## src/design/exlex_pkg.sv

```systemverilog
// exlex_pkg: shared types and constants for the expression lexer.
// Payload structs, token kinds, character codes and scan states.
// No dependencies.
package exlex_pkg;

   localparam int LINE_BITS         = 20;
   localparam int COLUMN_BITS       = 16;
   localparam int MID_DEPTH_DEFAULT = 2;
   localparam int OUT_DEPTH_DEFAULT = 2;

   // character codes
   localparam logic [7:0] CH_TAB    = 8'h09;
   localparam logic [7:0] CH_LF     = 8'h0A;
   localparam logic [7:0] CH_CR     = 8'h0D;
   localparam logic [7:0] CH_SPACE  = 8'h20;
   localparam logic [7:0] CH_STAR   = 8'h2A;
   localparam logic [7:0] CH_SLASH  = 8'h2F;
   localparam logic [7:0] CH_COLON  = 8'h3A;
   localparam logic [7:0] CH_LT     = 8'h3C;
   localparam logic [7:0] CH_EQ     = 8'h3D;
   localparam logic [7:0] CH_GT     = 8'h3E;
   localparam logic [7:0] CH_BSLASH = 8'h5C;
   localparam logic [7:0] CH_US     = 8'h5F;

   // token kinds
   localparam logic [4:0] KIND_OTHER   = 5'd0;
   localparam logic [4:0] KIND_CHAR    = 5'd1;
   localparam logic [4:0] KIND_NUMBER  = 5'd2;
   localparam logic [4:0] KIND_IDENT   = 5'd3;
   localparam logic [4:0] KIND_SEMI    = 5'd4;
   localparam logic [4:0] KIND_LPAREN  = 5'd5;
   localparam logic [4:0] KIND_RPAREN  = 5'd6;
   localparam logic [4:0] KIND_LBRACK  = 5'd7;
   localparam logic [4:0] KIND_RBRACK  = 5'd8;
   localparam logic [4:0] KIND_COMMA   = 5'd9;
   localparam logic [4:0] KIND_OR      = 5'd10;
   localparam logic [4:0] KIND_AND     = 5'd11;
   localparam logic [4:0] KIND_XOR     = 5'd12;
   localparam logic [4:0] KIND_NOT     = 5'd13;
   localparam logic [4:0] KIND_EQ      = 5'd14;
   localparam logic [4:0] KIND_PLUS    = 5'd15;
   localparam logic [4:0] KIND_MINUS   = 5'd16;
   localparam logic [4:0] KIND_MUL     = 5'd17;
   localparam logic [4:0] KIND_DIV     = 5'd18;
   localparam logic [4:0] KIND_MOD     = 5'd19;
   localparam logic [4:0] KIND_LT      = 5'd20;
   localparam logic [4:0] KIND_LTLT    = 5'd21;
   localparam logic [4:0] KIND_LE      = 5'd22;
   localparam logic [4:0] KIND_GT      = 5'd23;
   localparam logic [4:0] KIND_GTGT    = 5'd24;
   localparam logic [4:0] KIND_GE      = 5'd25;
   localparam logic [4:0] KIND_COLONEQ = 5'd26;
   localparam logic [4:0] KIND_ERROR   = 5'd27;
   localparam logic [4:0] KIND_EOF     = 5'd28;

   typedef enum logic [3:0] {
      ST_START, ST_NUM, ST_ID, ST_LT, ST_GT, ST_ASSIGN, ST_SLASH,
      ST_BSLASH, ST_LINECMT, ST_BLOCK, ST_BLOCKSTAR
   } scan_state_type;

   typedef enum logic [3:0] {
      CC_EOF, CC_DIGIT, CC_ALPHA, CC_BLANK, CC_NEWLINE, CC_BSLASH, CC_SLASH,
      CC_STAR, CC_LT, CC_GT, CC_COLON, CC_EQ, CC_OP, CC_OTHER
   } char_class_type;

   typedef struct packed {
      logic [7:0] source_byte;
      logic       end_of_input;
   } req_type;

   typedef struct packed {
      logic [4:0]             token_kind;
      logic [7:0]             char_value;
      logic [LINE_BITS-1:0]   line_number;
      logic [COLUMN_BITS-1:0] start_column;
      logic                   last_of_run;
   } rsp_type;

   // classified character handed from front end to back end
   typedef struct packed {
      char_class_type         cls;
      logic [7:0]             ch;
      logic [4:0]             op_kind;
      logic [COLUMN_BITS-1:0] column;
   } item_type;

endpackage

```

## src/design/expression_lexer.sv

```systemverilog
// expression_lexer: top level of the streaming expression lexer.
// Instantiates exlex_front, exlex_fifo (twice) and exlex_back; uses exlex_pkg.
//
// Streaming lexer: push one source byte (or an end-of-input mark) per
// transfer on req_, pop result items on rsp_. Input is taken at one item
// per clock as long as the results are drained; an item that yields two
// results (a lexeme end followed by the token of the byte that ended it)
// holds the back end until both are written, since the back end writes one
// result per cycle into the result queue. The first result of an item
// reaches rsp_ via both queues. CRLF's LF is absorbed without a result.
// Line and column counts saturate at all ones and start at line 1, col 0.
module expression_lexer #(
   parameter int MID_DEPTH = exlex_pkg::MID_DEPTH_DEFAULT,
   parameter int OUT_DEPTH = exlex_pkg::OUT_DEPTH_DEFAULT
) (
   input  logic               clock,
   input  logic               reset,
   // input channel: transfer when req_push && !req_full
   input  logic               req_push,
   input  exlex_pkg::req_type req_data,
   output logic               req_full,
   // result channel: transfer when rsp_pop && !rsp_empty
   input  logic               rsp_pop,
   output exlex_pkg::rsp_type rsp_data,
   output logic               rsp_empty
);
   import exlex_pkg::*;

   logic     mid_push, mid_full, mid_pop, mid_empty;
   item_type mid_in, mid_out;
   logic     out_push, out_full;
   rsp_type  out_in;

   // front end: CR folding, column tracking, character classes
   exlex_front u_front (
      .clock    (clock),
      .reset    (reset),
      .req_push (req_push),
      .req_data (req_data),
      .mid_full (mid_full),
      .mid_push (mid_push),
      .mid_data (mid_in)
   );

   // the front stalls only on this queue
   assign req_full = mid_full;

   exlex_fifo #(
      .DATA_TYPE (item_type),
      .DEPTH     (MID_DEPTH)
   ) u_mid_fifo (
      .clock    (clock),
      .reset    (reset),
      .push     (mid_push),
      .data_in  (mid_in),
      .full     (mid_full),
      .pop      (mid_pop),
      .data_out (mid_out),
      .empty    (mid_empty)
   );

   // back end: scan states, line count, token boundaries
   exlex_back u_back (
      .clock     (clock),
      .reset     (reset),
      .mid_empty (mid_empty),
      .mid_data  (mid_out),
      .mid_pop   (mid_pop),
      .out_full  (out_full),
      .out_push  (out_push),
      .out_data  (out_in)
   );

   // result queue decouples the consumer from the back end
   exlex_fifo #(
      .DATA_TYPE (rsp_type),
      .DEPTH     (OUT_DEPTH)
   ) u_out_fifo (
      .clock    (clock),
      .reset    (reset),
      .push     (out_push),
      .data_in  (out_in),
      .full     (out_full),
      .pop      (rsp_pop),
      .data_out (rsp_data),
      .empty    (rsp_empty)
   );

endmodule

```

## src/design/exlex_fifo.sv

```systemverilog
// exlex_fifo: small first-word-fall-through queue with registered storage.
// Used between front and back ends and at the result side. No package use.
module exlex_fifo #(
   parameter type DATA_TYPE = logic,
   parameter int  DEPTH     = 2
) (
   input  logic     clock,
   input  logic     reset,
   input  logic     push,
   input  DATA_TYPE data_in,
   output logic     full,
   input  logic     pop,
   output DATA_TYPE data_out,
   output logic     empty
);
   localparam int PTR_BITS = (DEPTH > 1) ? $clog2(DEPTH) : 1;
   localparam int CNT_BITS = $clog2(DEPTH + 1);
   localparam logic [PTR_BITS-1:0] LAST_PTR  = PTR_BITS'(DEPTH - 1);
   localparam logic [CNT_BITS-1:0] FULL_CNT  = CNT_BITS'(DEPTH);

   DATA_TYPE            mem_ff [DEPTH];
   logic [PTR_BITS-1:0] wr_ptr_ff, wr_ptr_in;
   logic [PTR_BITS-1:0] rd_ptr_ff, rd_ptr_in;
   logic [CNT_BITS-1:0] count_ff, count_in;
   logic                do_push, do_pop;

   assign empty    = (count_ff == '0);
   assign full     = (count_ff == FULL_CNT);
   assign do_push  = push & ~full;
   assign do_pop   = pop & ~empty;
   assign data_out = mem_ff[rd_ptr_ff];

   always_comb begin
      wr_ptr_in = wr_ptr_ff;
      rd_ptr_in = rd_ptr_ff;
      count_in  = count_ff;
      if (do_push) begin
         wr_ptr_in = (wr_ptr_ff == LAST_PTR) ? '0 : wr_ptr_ff + 1'b1;
      end
      if (do_pop) begin
         rd_ptr_in = (rd_ptr_ff == LAST_PTR) ? '0 : rd_ptr_ff + 1'b1;
      end
      if (do_push && !do_pop) begin
         count_in = count_ff + 1'b1;
      end else if (do_pop && !do_push) begin
         count_in = count_ff - 1'b1;
      end
   end

   always_ff @(posedge clock) begin
      if (reset) begin
         wr_ptr_ff <= '0;
         rd_ptr_ff <= '0;
         count_ff  <= '0;
      end else begin
         wr_ptr_ff <= wr_ptr_in;
         rd_ptr_ff <= rd_ptr_in;
         count_ff  <= count_in;
      end
   end

   always_ff @(posedge clock) begin
      if (do_push) begin
         mem_ff[wr_ptr_ff] <= data_in;
      end
   end

endmodule

```

## src/design/exlex_front.sv

```systemverilog
// exlex_front: accepts source bytes, folds CR/CRLF, tracks the column
// and classifies each character. Depends on exlex_pkg.
module exlex_front (
   input  logic                clock,
   input  logic                reset,
   input  logic                req_push,
   input  exlex_pkg::req_type  req_data,
   input  logic                mid_full,
   output logic                mid_push,
   output exlex_pkg::item_type mid_data
);
   import exlex_pkg::*;

   localparam logic [COLUMN_BITS-1:0] COL_MAX = '1;

   logic                   cr_seen_ff, cr_seen_in;
   logic [COLUMN_BITS-1:0] column_ff, column_in;
   logic                   accept, drop, is_eof;
   logic [7:0]             ch;

   function automatic logic [4:0] single_op_kind(logic [7:0] c);
      logic [4:0] k;
      case (c)
         8'h3B:   k = KIND_SEMI;    // ;
         8'h28:   k = KIND_LPAREN;  // (
         8'h29:   k = KIND_RPAREN;  // )
         8'h5B:   k = KIND_LBRACK;  // [
         8'h5D:   k = KIND_RBRACK;  // ]
         8'h2C:   k = KIND_COMMA;   // ,
         8'h7C:   k = KIND_OR;      // |
         8'h26:   k = KIND_AND;     // &
         8'h5E:   k = KIND_XOR;     // ^
         8'h7E:   k = KIND_NOT;     // ~
         8'h3D:   k = KIND_EQ;      // =
         8'h2B:   k = KIND_PLUS;    // +
         8'h2D:   k = KIND_MINUS;   // -
         8'h2A:   k = KIND_MUL;     // *
         8'h25:   k = KIND_MOD;     // %
         default: k = KIND_OTHER;
      endcase
      return k;
   endfunction

   function automatic char_class_type classify(logic [7:0] c, logic [4:0] op);
      char_class_type cc;
      if (c >= 8'h30 && c <= 8'h39) cc = CC_DIGIT;
      else if ((c >= 8'h61 && c <= 8'h7A) || (c >= 8'h41 && c <= 8'h5A) || c == CH_US)
         cc = CC_ALPHA;
      else if (c == CH_SPACE || c == CH_TAB) cc = CC_BLANK;
      else if (c == CH_LF)     cc = CC_NEWLINE;
      else if (c == CH_BSLASH) cc = CC_BSLASH;
      else if (c == CH_SLASH)  cc = CC_SLASH;
      else if (c == CH_LT)     cc = CC_LT;
      else if (c == CH_GT)     cc = CC_GT;
      else if (c == CH_COLON)  cc = CC_COLON;
      else if (c == CH_STAR)   cc = CC_STAR;
      else if (c == CH_EQ)     cc = CC_EQ;
      else if (op != KIND_OTHER) cc = CC_OP;
      else cc = CC_OTHER;
      return cc;
   endfunction

   assign accept = req_push & ~mid_full;
   assign is_eof = req_data.end_of_input;
   // LF right after CR is swallowed: no item, no column step
   assign drop   = ~is_eof & (req_data.source_byte == CH_LF) & cr_seen_ff;
   assign ch     = (req_data.source_byte == CH_CR) ? CH_LF : req_data.source_byte;

   always_comb begin
      cr_seen_in = cr_seen_ff;
      column_in  = column_ff;
      if (accept) begin
         if (!is_eof) begin
            cr_seen_in = drop ? 1'b0 : (req_data.source_byte == CH_CR);
         end
         if (!drop) begin
            // every newline starts a new line whatever the scan state
            if (!is_eof && ch == CH_LF) begin
               column_in = '0;
            end else begin
               column_in = (column_ff == COL_MAX) ? column_ff : column_ff + 1'b1;
            end
         end
      end
   end

   always_comb begin
      mid_push         = accept & ~drop;
      mid_data.op_kind = single_op_kind(ch);
      mid_data.cls     = is_eof ? CC_EOF : classify(ch, mid_data.op_kind);
      mid_data.ch      = ch;
      mid_data.column  = (column_ff == COL_MAX) ? column_ff : column_ff + 1'b1;
   end

   always_ff @(posedge clock) begin
      if (reset) begin
         cr_seen_ff <= 1'b0;
         column_ff  <= '0;
      end else begin
         cr_seen_ff <= cr_seen_in;
         column_ff  <= column_in;
      end
   end

endmodule

```

## src/design/exlex_back.sv

```systemverilog
// exlex_back: scan state machine, line count and token start column.
// Writes up to two results per item into the result queue. Uses exlex_pkg.
module exlex_back (
   input  logic                clock,
   input  logic                reset,
   input  logic                mid_empty,
   input  exlex_pkg::item_type mid_data,
   output logic                mid_pop,
   input  logic                out_full,
   output logic                out_push,
   output exlex_pkg::rsp_type  out_data
);
   import exlex_pkg::*;

   localparam logic [LINE_BITS-1:0] LINE_MAX = '1;

   typedef struct packed {
      logic           emit;
      logic [4:0]     kind;
      logic [7:0]     ch;
      scan_state_type next;
      logic           again;
      logic           newline;
      logic           start;
   } pass_type;

   scan_state_type         state_ff, state_in;
   logic [LINE_BITS-1:0]   line_ff, line_in;
   logic [COLUMN_BITS-1:0] tok_col_ff, tok_col_in;
   logic                   phase_ff, phase_in;
   pass_type               p1, p2;
   logic                   second, both;
   rsp_type                r1, r2;

   function automatic pass_type scan_pass(scan_state_type st, item_type it);
      pass_type p;
      p = '{emit: 1'b0, kind: KIND_OTHER, ch: 8'h00, next: st,
            again: 1'b0, newline: 1'b0, start: 1'b0};
      case (st)
         ST_NUM: begin
            if (it.cls == CC_DIGIT) begin
               p.emit = 1'b1; p.kind = KIND_CHAR; p.ch = it.ch;
            end else begin
               p.emit = 1'b1; p.kind = KIND_NUMBER; p.next = ST_START; p.again = 1'b1;
            end
         end
         ST_ID: begin
            if (it.cls == CC_DIGIT || it.cls == CC_ALPHA) begin
               p.emit = 1'b1; p.kind = KIND_CHAR; p.ch = it.ch;
            end else begin
               p.emit = 1'b1; p.kind = KIND_IDENT; p.next = ST_START; p.again = 1'b1;
            end
         end
         ST_LT, ST_GT: begin
            p.emit = 1'b1;
            p.next = ST_START;
            if ((st == ST_LT && it.cls == CC_LT) || (st == ST_GT && it.cls == CC_GT))
               p.kind = (st == ST_LT) ? KIND_LTLT : KIND_GTGT;
            else if (it.cls == CC_EQ)
               p.kind = (st == ST_LT) ? KIND_LE : KIND_GE;
            else begin
               p.kind  = (st == ST_LT) ? KIND_LT : KIND_GT;
               p.again = 1'b1;
            end
         end
         ST_ASSIGN: begin
            p.emit = 1'b1;
            p.next = ST_START;
            if (it.cls == CC_EQ) p.kind = KIND_COLONEQ;
            else begin
               p.kind  = KIND_ERROR;
               p.again = 1'b1;
            end
         end
         ST_SLASH: begin
            if (it.cls == CC_SLASH) p.next = ST_LINECMT;
            else if (it.cls == CC_STAR) p.next = ST_BLOCK;
            else begin
               p.emit = 1'b1; p.kind = KIND_DIV; p.next = ST_START; p.again = 1'b1;
            end
         end
         ST_BSLASH: begin
            p.next = ST_START;
            if (it.cls == CC_NEWLINE) p.newline = 1'b1;
            else p.again = 1'b1;
         end
         ST_LINECMT: begin
            if (it.cls == CC_EOF) begin
               p.emit = 1'b1; p.kind = KIND_EOF; p.next = ST_START;
            end else if (it.cls == CC_NEWLINE) begin
               p.newline = 1'b1; p.next = ST_START;
            end
         end
         ST_BLOCK: begin
            if (it.cls == CC_EOF) begin
               p.emit = 1'b1; p.kind = KIND_ERROR; p.next = ST_START;
            end else if (it.cls == CC_STAR) p.next = ST_BLOCKSTAR;
            else if (it.cls == CC_NEWLINE) p.newline = 1'b1;
         end
         ST_BLOCKSTAR: begin
            if (it.cls == CC_EOF) begin
               p.emit = 1'b1; p.kind = KIND_ERROR; p.next = ST_START;
            end else if (it.cls == CC_SLASH) p.next = ST_START;
            else if (it.cls != CC_STAR) begin
               p.newline = (it.cls == CC_NEWLINE);
               p.next    = ST_BLOCK;
            end
         end
         default: begin
            // start state
            p.start = 1'b1;
            p.next  = ST_START;
            case (it.cls)
               CC_EOF: begin
                  p.emit = 1'b1; p.kind = KIND_EOF;
               end
               CC_DIGIT: begin
                  p.emit = 1'b1; p.kind = KIND_CHAR; p.ch = it.ch; p.next = ST_NUM;
               end
               CC_ALPHA: begin
                  p.emit = 1'b1; p.kind = KIND_CHAR; p.ch = it.ch; p.next = ST_ID;
               end
               CC_BLANK:   p.emit = 1'b0;
               CC_NEWLINE: p.newline = 1'b1;
               CC_BSLASH:  p.next = ST_BSLASH;
               CC_SLASH:   p.next = ST_SLASH;
               CC_LT:      p.next = ST_LT;
               CC_GT:      p.next = ST_GT;
               CC_COLON:   p.next = ST_ASSIGN;
               CC_STAR, CC_EQ, CC_OP: begin
                  p.emit = 1'b1; p.kind = it.op_kind;
               end
               default: begin
                  p.emit = 1'b1; p.kind = KIND_OTHER; p.ch = it.ch;
               end
            endcase
         end
      endcase
      return p;
   endfunction

   // both passes of one item; the second one, used only when the first sets again, runs from start
   always_comb begin
      p1     = scan_pass(state_ff, mid_data);
      p2     = scan_pass(p1.next, mid_data);
      second = p1.again & p2.emit;
      both   = p1.emit & second;

      r1.token_kind   = p1.kind;
      r1.char_value   = p1.ch;
      r1.line_number  = line_ff;
      r1.start_column = p1.start ? mid_data.column : tok_col_ff;
      r1.last_of_run  = ~second;

      r2.token_kind   = p2.kind;
      r2.char_value   = p2.ch;
      r2.line_number  = line_ff;
      r2.start_column = mid_data.column;
      r2.last_of_run  = 1'b1;
   end

   // outputs
   always_comb begin
      out_push = 1'b0;
      out_data = r1;
      mid_pop  = 1'b0;
      if (!mid_empty) begin
         if (phase_ff) begin
            out_push = ~out_full;
            out_data = r2;
            mid_pop  = ~out_full;
         end else if (both) begin
            out_push = ~out_full;
         end else if (p1.emit || second) begin
            out_push = ~out_full;
            out_data = p1.emit ? r1 : r2;
            mid_pop  = ~out_full;
         end else begin
            mid_pop = 1'b1;
         end
      end
   end

   // next state
   always_comb begin
      state_in   = state_ff;
      line_in    = line_ff;
      tok_col_in = tok_col_ff;
      phase_in   = phase_ff;
      if (!mid_empty && !phase_ff && both && !out_full) begin
         phase_in = 1'b1;
      end
      if (mid_pop) begin
         phase_in = 1'b0;
         state_in = p1.again ? p2.next : p1.next;
         if ((p1.newline || (p1.again && p2.newline)) && line_ff != LINE_MAX) begin
            line_in = line_ff + 1'b1;
         end
         if (p1.start || p1.again) begin
            tok_col_in = mid_data.column;
         end
      end
   end

   always_ff @(posedge clock) begin
      if (reset) begin
         state_ff   <= ST_START;
         line_ff    <= LINE_BITS'(1);
         tok_col_ff <= '0;
         phase_ff   <= 1'b0;
      end else begin
         state_ff   <= state_in;
         line_ff    <= line_in;
         tok_col_ff <= tok_col_in;
         phase_ff   <= phase_in;
      end
   end

`ifndef SYNTHESIS
   a_phase_has_item: assert property (@(posedge clock) disable iff (reset)
      phase_ff |-> !mid_empty)
      else $error("second result pending without a queued item");
   a_push_room: assert property (@(posedge clock) disable iff (reset)
      out_push |-> !out_full)
      else $error("result written into a full queue");
   a_phase_pops: assert property (@(posedge clock) disable iff (reset)
      (phase_ff && !out_full) |-> mid_pop)
      else $error("item not retired after its second result");
   a_line_nonzero: assert property (@(posedge clock) disable iff (reset)
      line_ff != '0)
      else $error("line count wrapped to zero");
`endif

endmodule

```

## config.mk

```make
export PLATFORM = sky130hd
export DESIGN_NAME = expression_lexer
export DESIGN_NICKNAME = d
export VERILOG_FILES = /design/src/design/exlex_pkg.sv /design/src/design/expression_lexer.sv /design/src/design/exlex_fifo.sv /design/src/design/exlex_front.sv /design/src/design/exlex_back.sv
export SDC_FILE = /design/constraint.sdc
export NUM_CORES = 1
export LEC_CHECK = 0
export BUFFER_PORTS_ARGS = -buffer_cell sky130_fd_sc_hd__buf_2
export CAP_MARGIN = 10
export CORE_UTILIZATION = 45
export CTS_CLUSTER_DIAMETER = 30
export DETAILED_ROUTE_END_ITERATION = 8
export SYNTH_ARGS = -nofsm -noshare
export SYNTH_HDL_FRONTEND = slang
export SYNTH_SLANG_ARGS = --single-unit
```

## constraint.sdc

```tcl
create_clock -name clock -period 8.05 [get_ports clock]
set_input_delay 0.805 -clock clock [delete_from_list [all_inputs] [get_ports clock]]
set_output_delay 0.805 -clock clock [all_outputs]
set_load 0.02 [all_outputs]
```

==> flow_summary.yaml <==
logic_synthesis:
  synth_simple_gate_area_share_pct: 13.75
  yosys.area.top_type_share_pct: 43.15
  netlist-cell-type-count: 95
  compound_gate_fraction_of_synth_area_pct: 13.59
  post_synth_fa_ha_maj_area_fraction_pct: 0.7366
  synthMuxAreaShare_pct: 11.32
  average_cell_area_after_synthesis_sq_um: 11.73
  synthArstFlopShare_pct: 0
  synth.top_cells.by_count: "sky130_fd_sc_hd__edfxtp_1, sky130_fd_sc_hd__nor2_1, sky130_fd_sc_hd__mux2_2"
  syn-instance-count: 985
  synth_seq_area_share_pct: 54.94
  synth.yosys.warnings: 0
  synth_top_family_by_area: "simple AND/OR/NAND/NOR gates"
  synth_xor_area_share_pct: 2.654
  synth_seq_cells: 234
  synthesis.area_sq_um: 11550
  synth-edff-count: 166
  synth_top_cells_by_area: "sky130_fd_sc_hd__edfxtp_1, sky130_fd_sc_hd__dfxtp_1, sky130_fd_sc_hd__mux2_2"
  yosys.cell_count.top_type: "sky130_fd_sc_hd__edfxtp_1"
  ys_flop_type: "sky130_fd_sc_hd__edfxtp_1"
  syn_nets: 1004
  library_cell_occupying_the_most_area_in_the_post_synthesis_netlist: "sky130_fd_sc_hd__edfxtp_1"
sta:
  rsz_0062_raised_after_global_routing: "no"
  finalMaxSlewViolations: 0
  timing.fmax_ghz: 0.2364
  whs_ns: 0.4774
  setup_viol: 0
  worst_slew_margin_rel_pct: 22.37
  worst_slew_pin_slew_ns: 1.156
  min_period_ns: 4.229
  hold_viol_final: 0
  period_share_pct: 52.54
  tns_setup_ns: 0
  worst_clock_skew_ns: 0.01891
power_and_ir_drop:
  static_leakage_nw: 4.774
  internal-power_w: 0.003610
  power.share.combinational_pct: 35.9
  p_sw_share_pct: 34.98
  seq_power_share_pct: 32.2
  clkPwrFrac_pct: 31.9
  vdd.ir_drop.worst_mv: 0.1847
  p_switching_w: 0.001942
  total_power_per_unit_cell_area_nw_per_um2: 409.8
  totalPowerFinal_w: 0.005552
cts:
  cts_tree: "done"
  cts_inserted_buffers: 44
  clock_latency_late_sink_ns: 0.52
  clock_tree.root_cell: "sky130_fd_sc_hd__clkbuf_16"
  cts_buffer_depth: 3
  hold_buffers: 0
  clock_slew_seen_by_the_registers_of_the_worst_setup_and_hold_paths_ns: 0.05
  numClockSinks: 234
  postCtsSetupBuffers: 0
  cts_htree_levels: 2
  cts_repair_resize_count: 0
placement:
  dpl-instance-area_sq_um: 12090
  numPortBuffers: 64
  dp_hpwl_mm: 16.49
  finalWeightedCongestion: 0.8813
finish:
  design_area_sq_um: 13550
  register_area_sq_um: 6349
  share_of_cells_above_drive_strength_1_pct: 25.28
  multiInputGateArea_sq_um: 4868
  n_fill_cell: 2193
  numnets_final: 1061
  antennaDiodeCount: 0
  finalCoreUtilization_pct: 53.80
  areaGrowthSynthToFinish_pct: 17.29
job:
  max_cap_viol_count: 0
hold_path:
  timing.hold.worst.class: "flip-flop to flip-flop"
detailed_routing:
  drt_pre_antenna_iters: 5
  first_iter_violations: 434
  vias: 7810
  drt-wirelength-per-cell_um: 17.43
  drc: 0
  detail_route.wirelength_mm: 24.51
  vias_per_cell: 5.555
  antenna_violating_nets_remaining: 0
worst_setup_path:
  slowest_stage: "sky130_fd_sc_hd__nor2b_4"
  critical_path.endpoint_type: "flip-flop"
  worst_r2r_path_depth: 9
  timing.critical_path.slowest_cell_delay_ns: 0.57
  critical_path_buf_inv_count: 2
  top_family_by_delay_on_critical_path: "compound AO/OA/AOI/OAI gates"
  worstPathCellList: "buf_4, nor3b_1, nor2_1, o41ai_2, o22a_1, a2bb2oi_1, o31a_1, nor2b_4, buf_4"
  worstPathRequired_ns: 8.20
  worst_setup_path_start_kind: "flip-flop"
  critical_path_arrival_ns: 4.38
  critical_path_class: "flip-flop to flip-flop"
  critical_path.most_common_cell: "sky130_fd_sc_hd__buf_4"
  worstSetupEndpoint: "u_out_fifo.mem_ff[0][42]"
  critical_path_peak_fanout: 53
  reg_to_reg_critical_path_endpoint: "u_out_fifo.mem_ff[0][42]"
  setup_slack_of_the_most_critical_reg_to_reg_path_ns: 3.82
  critical_path_cell_count: 9
status:
  outcome: "completed"
floorplanning:
  design.die.area_sq_um: 26310
  cell_rows: 58
  core_region_area_sq_um: 25180
  effective_utilization_at_floorplan_pct: 45.87
  die_height_um: 162.2
  die_w_um: 162.2
  top_level_ports: 65
global_routing:
  largest_net_degree_at_the_start_of_global_routing: 74
  grt_pass1_vias: 7406
  antenna_found_initial: 0
  grt_pass1_wl_mm: 39.07
  groute.usage.overall_pct: 18.70
  overflow: 0
registers in the layout, indices dropped and copies added, names as in the netlist, named ones only:
| signal | flops |
|---|---|
| u_back.state_ff | 4 |
| u_mid_fifo.wr_ptr_ff | 1 |
| u_mid_fifo.count_ff | 2 |
| u_front.cr_seen_ff | 1 |
| u_mid_fifo.mem_ff | 66 |
| u_back.line_ff | 20 |
| u_mid_fifo.rd_ptr_ff | 1 |
| u_front.column_ff | 16 |
| u_out_fifo.wr_ptr_ff | 1 |
| u_back.tok_col_ff | 16 |
| u_out_fifo.count_ff | 2 |
| u_out_fifo.mem_ff | 100 |
| u_back.phase_ff | 1 |
| u_out_fifo.rd_ptr_ff | 1 |
tightest hold or removal path, delay by kind of cell, from the launching register on:
kind | cells | cell delay (ns)
AO/OA/AOI/OAI | 2 | 0.13
flip-flops | 1 | 0.29
per-stage QoR:
stage / setup slack, ns / instances
6_report: 3.821 / 1406
5_1_grt: 3.488 / 1406
4_1_cts: 3.767 / 1406
3_5_place_dp: 3.841 / 1326
3_3_place_gp: 3.905 / 1326
2_1_floorplan: 3.303 / 985
layout by cell type, fill, tap and decap left out, types with 6 or more instances in the layout:
master,n
sky130_fd_sc_hd__a21oi_1,55
sky130_fd_sc_hd__inv_1,16
sky130_fd_sc_hd__mux2i_1,24
sky130_fd_sc_hd__mux2_2,78
sky130_fd_sc_hd__and3_1,8
sky130_fd_sc_hd__nor3_1,28
sky130_fd_sc_hd__o22ai_1,6
sky130_fd_sc_hd__nand3_1,25
sky130_fd_sc_hd__and2_1,7
sky130_fd_sc_hd__nor3b_1,21
sky130_fd_sc_hd__edfxtp_1,166
sky130_fd_sc_hd__nor2_1,85
sky130_fd_sc_hd__nor2b_1,12
sky130_fd_sc_hd__and4_1,6
sky130_fd_sc_hd__clkbuf_16,45
sky130_fd_sc_hd__xor2_1,16
sky130_fd_sc_hd__o21ai_0,38
sky130_fd_sc_hd__xnor2_1,19
sky130_fd_sc_hd__clkbuf_1,7
sky130_fd_sc_hd__a22oi_1,15
sky130_fd_sc_hd__a31oi_1,8
sky130_fd_sc_hd__dfxtp_1,66
sky130_fd_sc_hd__ha_1,6
sky130_fd_sc_hd__mux2_4,10
sky130_fd_sc_hd__a21o_1,7
sky130_fd_sc_hd__nand2b_1,15
sky130_fd_sc_hd__nand2_1,41
sky130_fd_sc_hd__buf_2,64
sky130_fd_sc_hd__or3_1,8
sky130_fd_sc_hd__buf_4,10
sky130_fd_sc_hd__a211oi_1,16
per-layer routing:
metal	up-vias	global-route usage, %	wire (um)
li1	3879	-	-
met1	3705	25.04	11120
met2	180	30.55	11580
met3	46	3.396	1283
met4	0	6.218	531
met5	-	0	0
layout make-up:
class,count,area share (%)
Inverter,16,0.4433
Sequential cell,234,46.86
Timing Repair Buffer,74,2.918
Multi-Input combinational cell,672,35.93
Tap cell,330,3.048
Clock inverter,27,2.189
Clock buffer,53,8.607
power groups by stage:
stage	logic, W	registers (W)	clock network [W]
after CTS	0.00201	0.00179	0.00180
after floorplan	0.00156	0.00176	0
after global routing	0.00217	0.00182	0.00186
after detailed placement	0.00200	0.00181	0
final	0.00199	0.00179	0.00177
after global placement	0.00199	0.00180	0
cells by family after synthesis:
family          count (synthesis)
fa+ha+maj                       7
mux                           115
xor+xnor                       35
buf+inv                        79
simple gates                  296
compound gates                219
flops                         234
how the worst min path moves through the flow:
stage,depth (start not counted),from,end
6_report,2,u_front.cr_seen_ff,u_front.cr_seen_ff
5_1_grt,0,u_back.line_ff[15],u_out_fifo.mem_ff[0][32]
4_1_cts,2,u_front.cr_seen_ff,u_front.cr_seen_ff
3_5_place_dp,2,u_front.cr_seen_ff,u_front.cr_seen_ff
3_3_place_gp,2,u_front.cr_seen_ff,u_front.cr_seen_ff
2_1_floorplan,0,u_back.line_ff[15],u_out_fifo.mem_ff[0][32]
(Power assumes the default switching activity.)
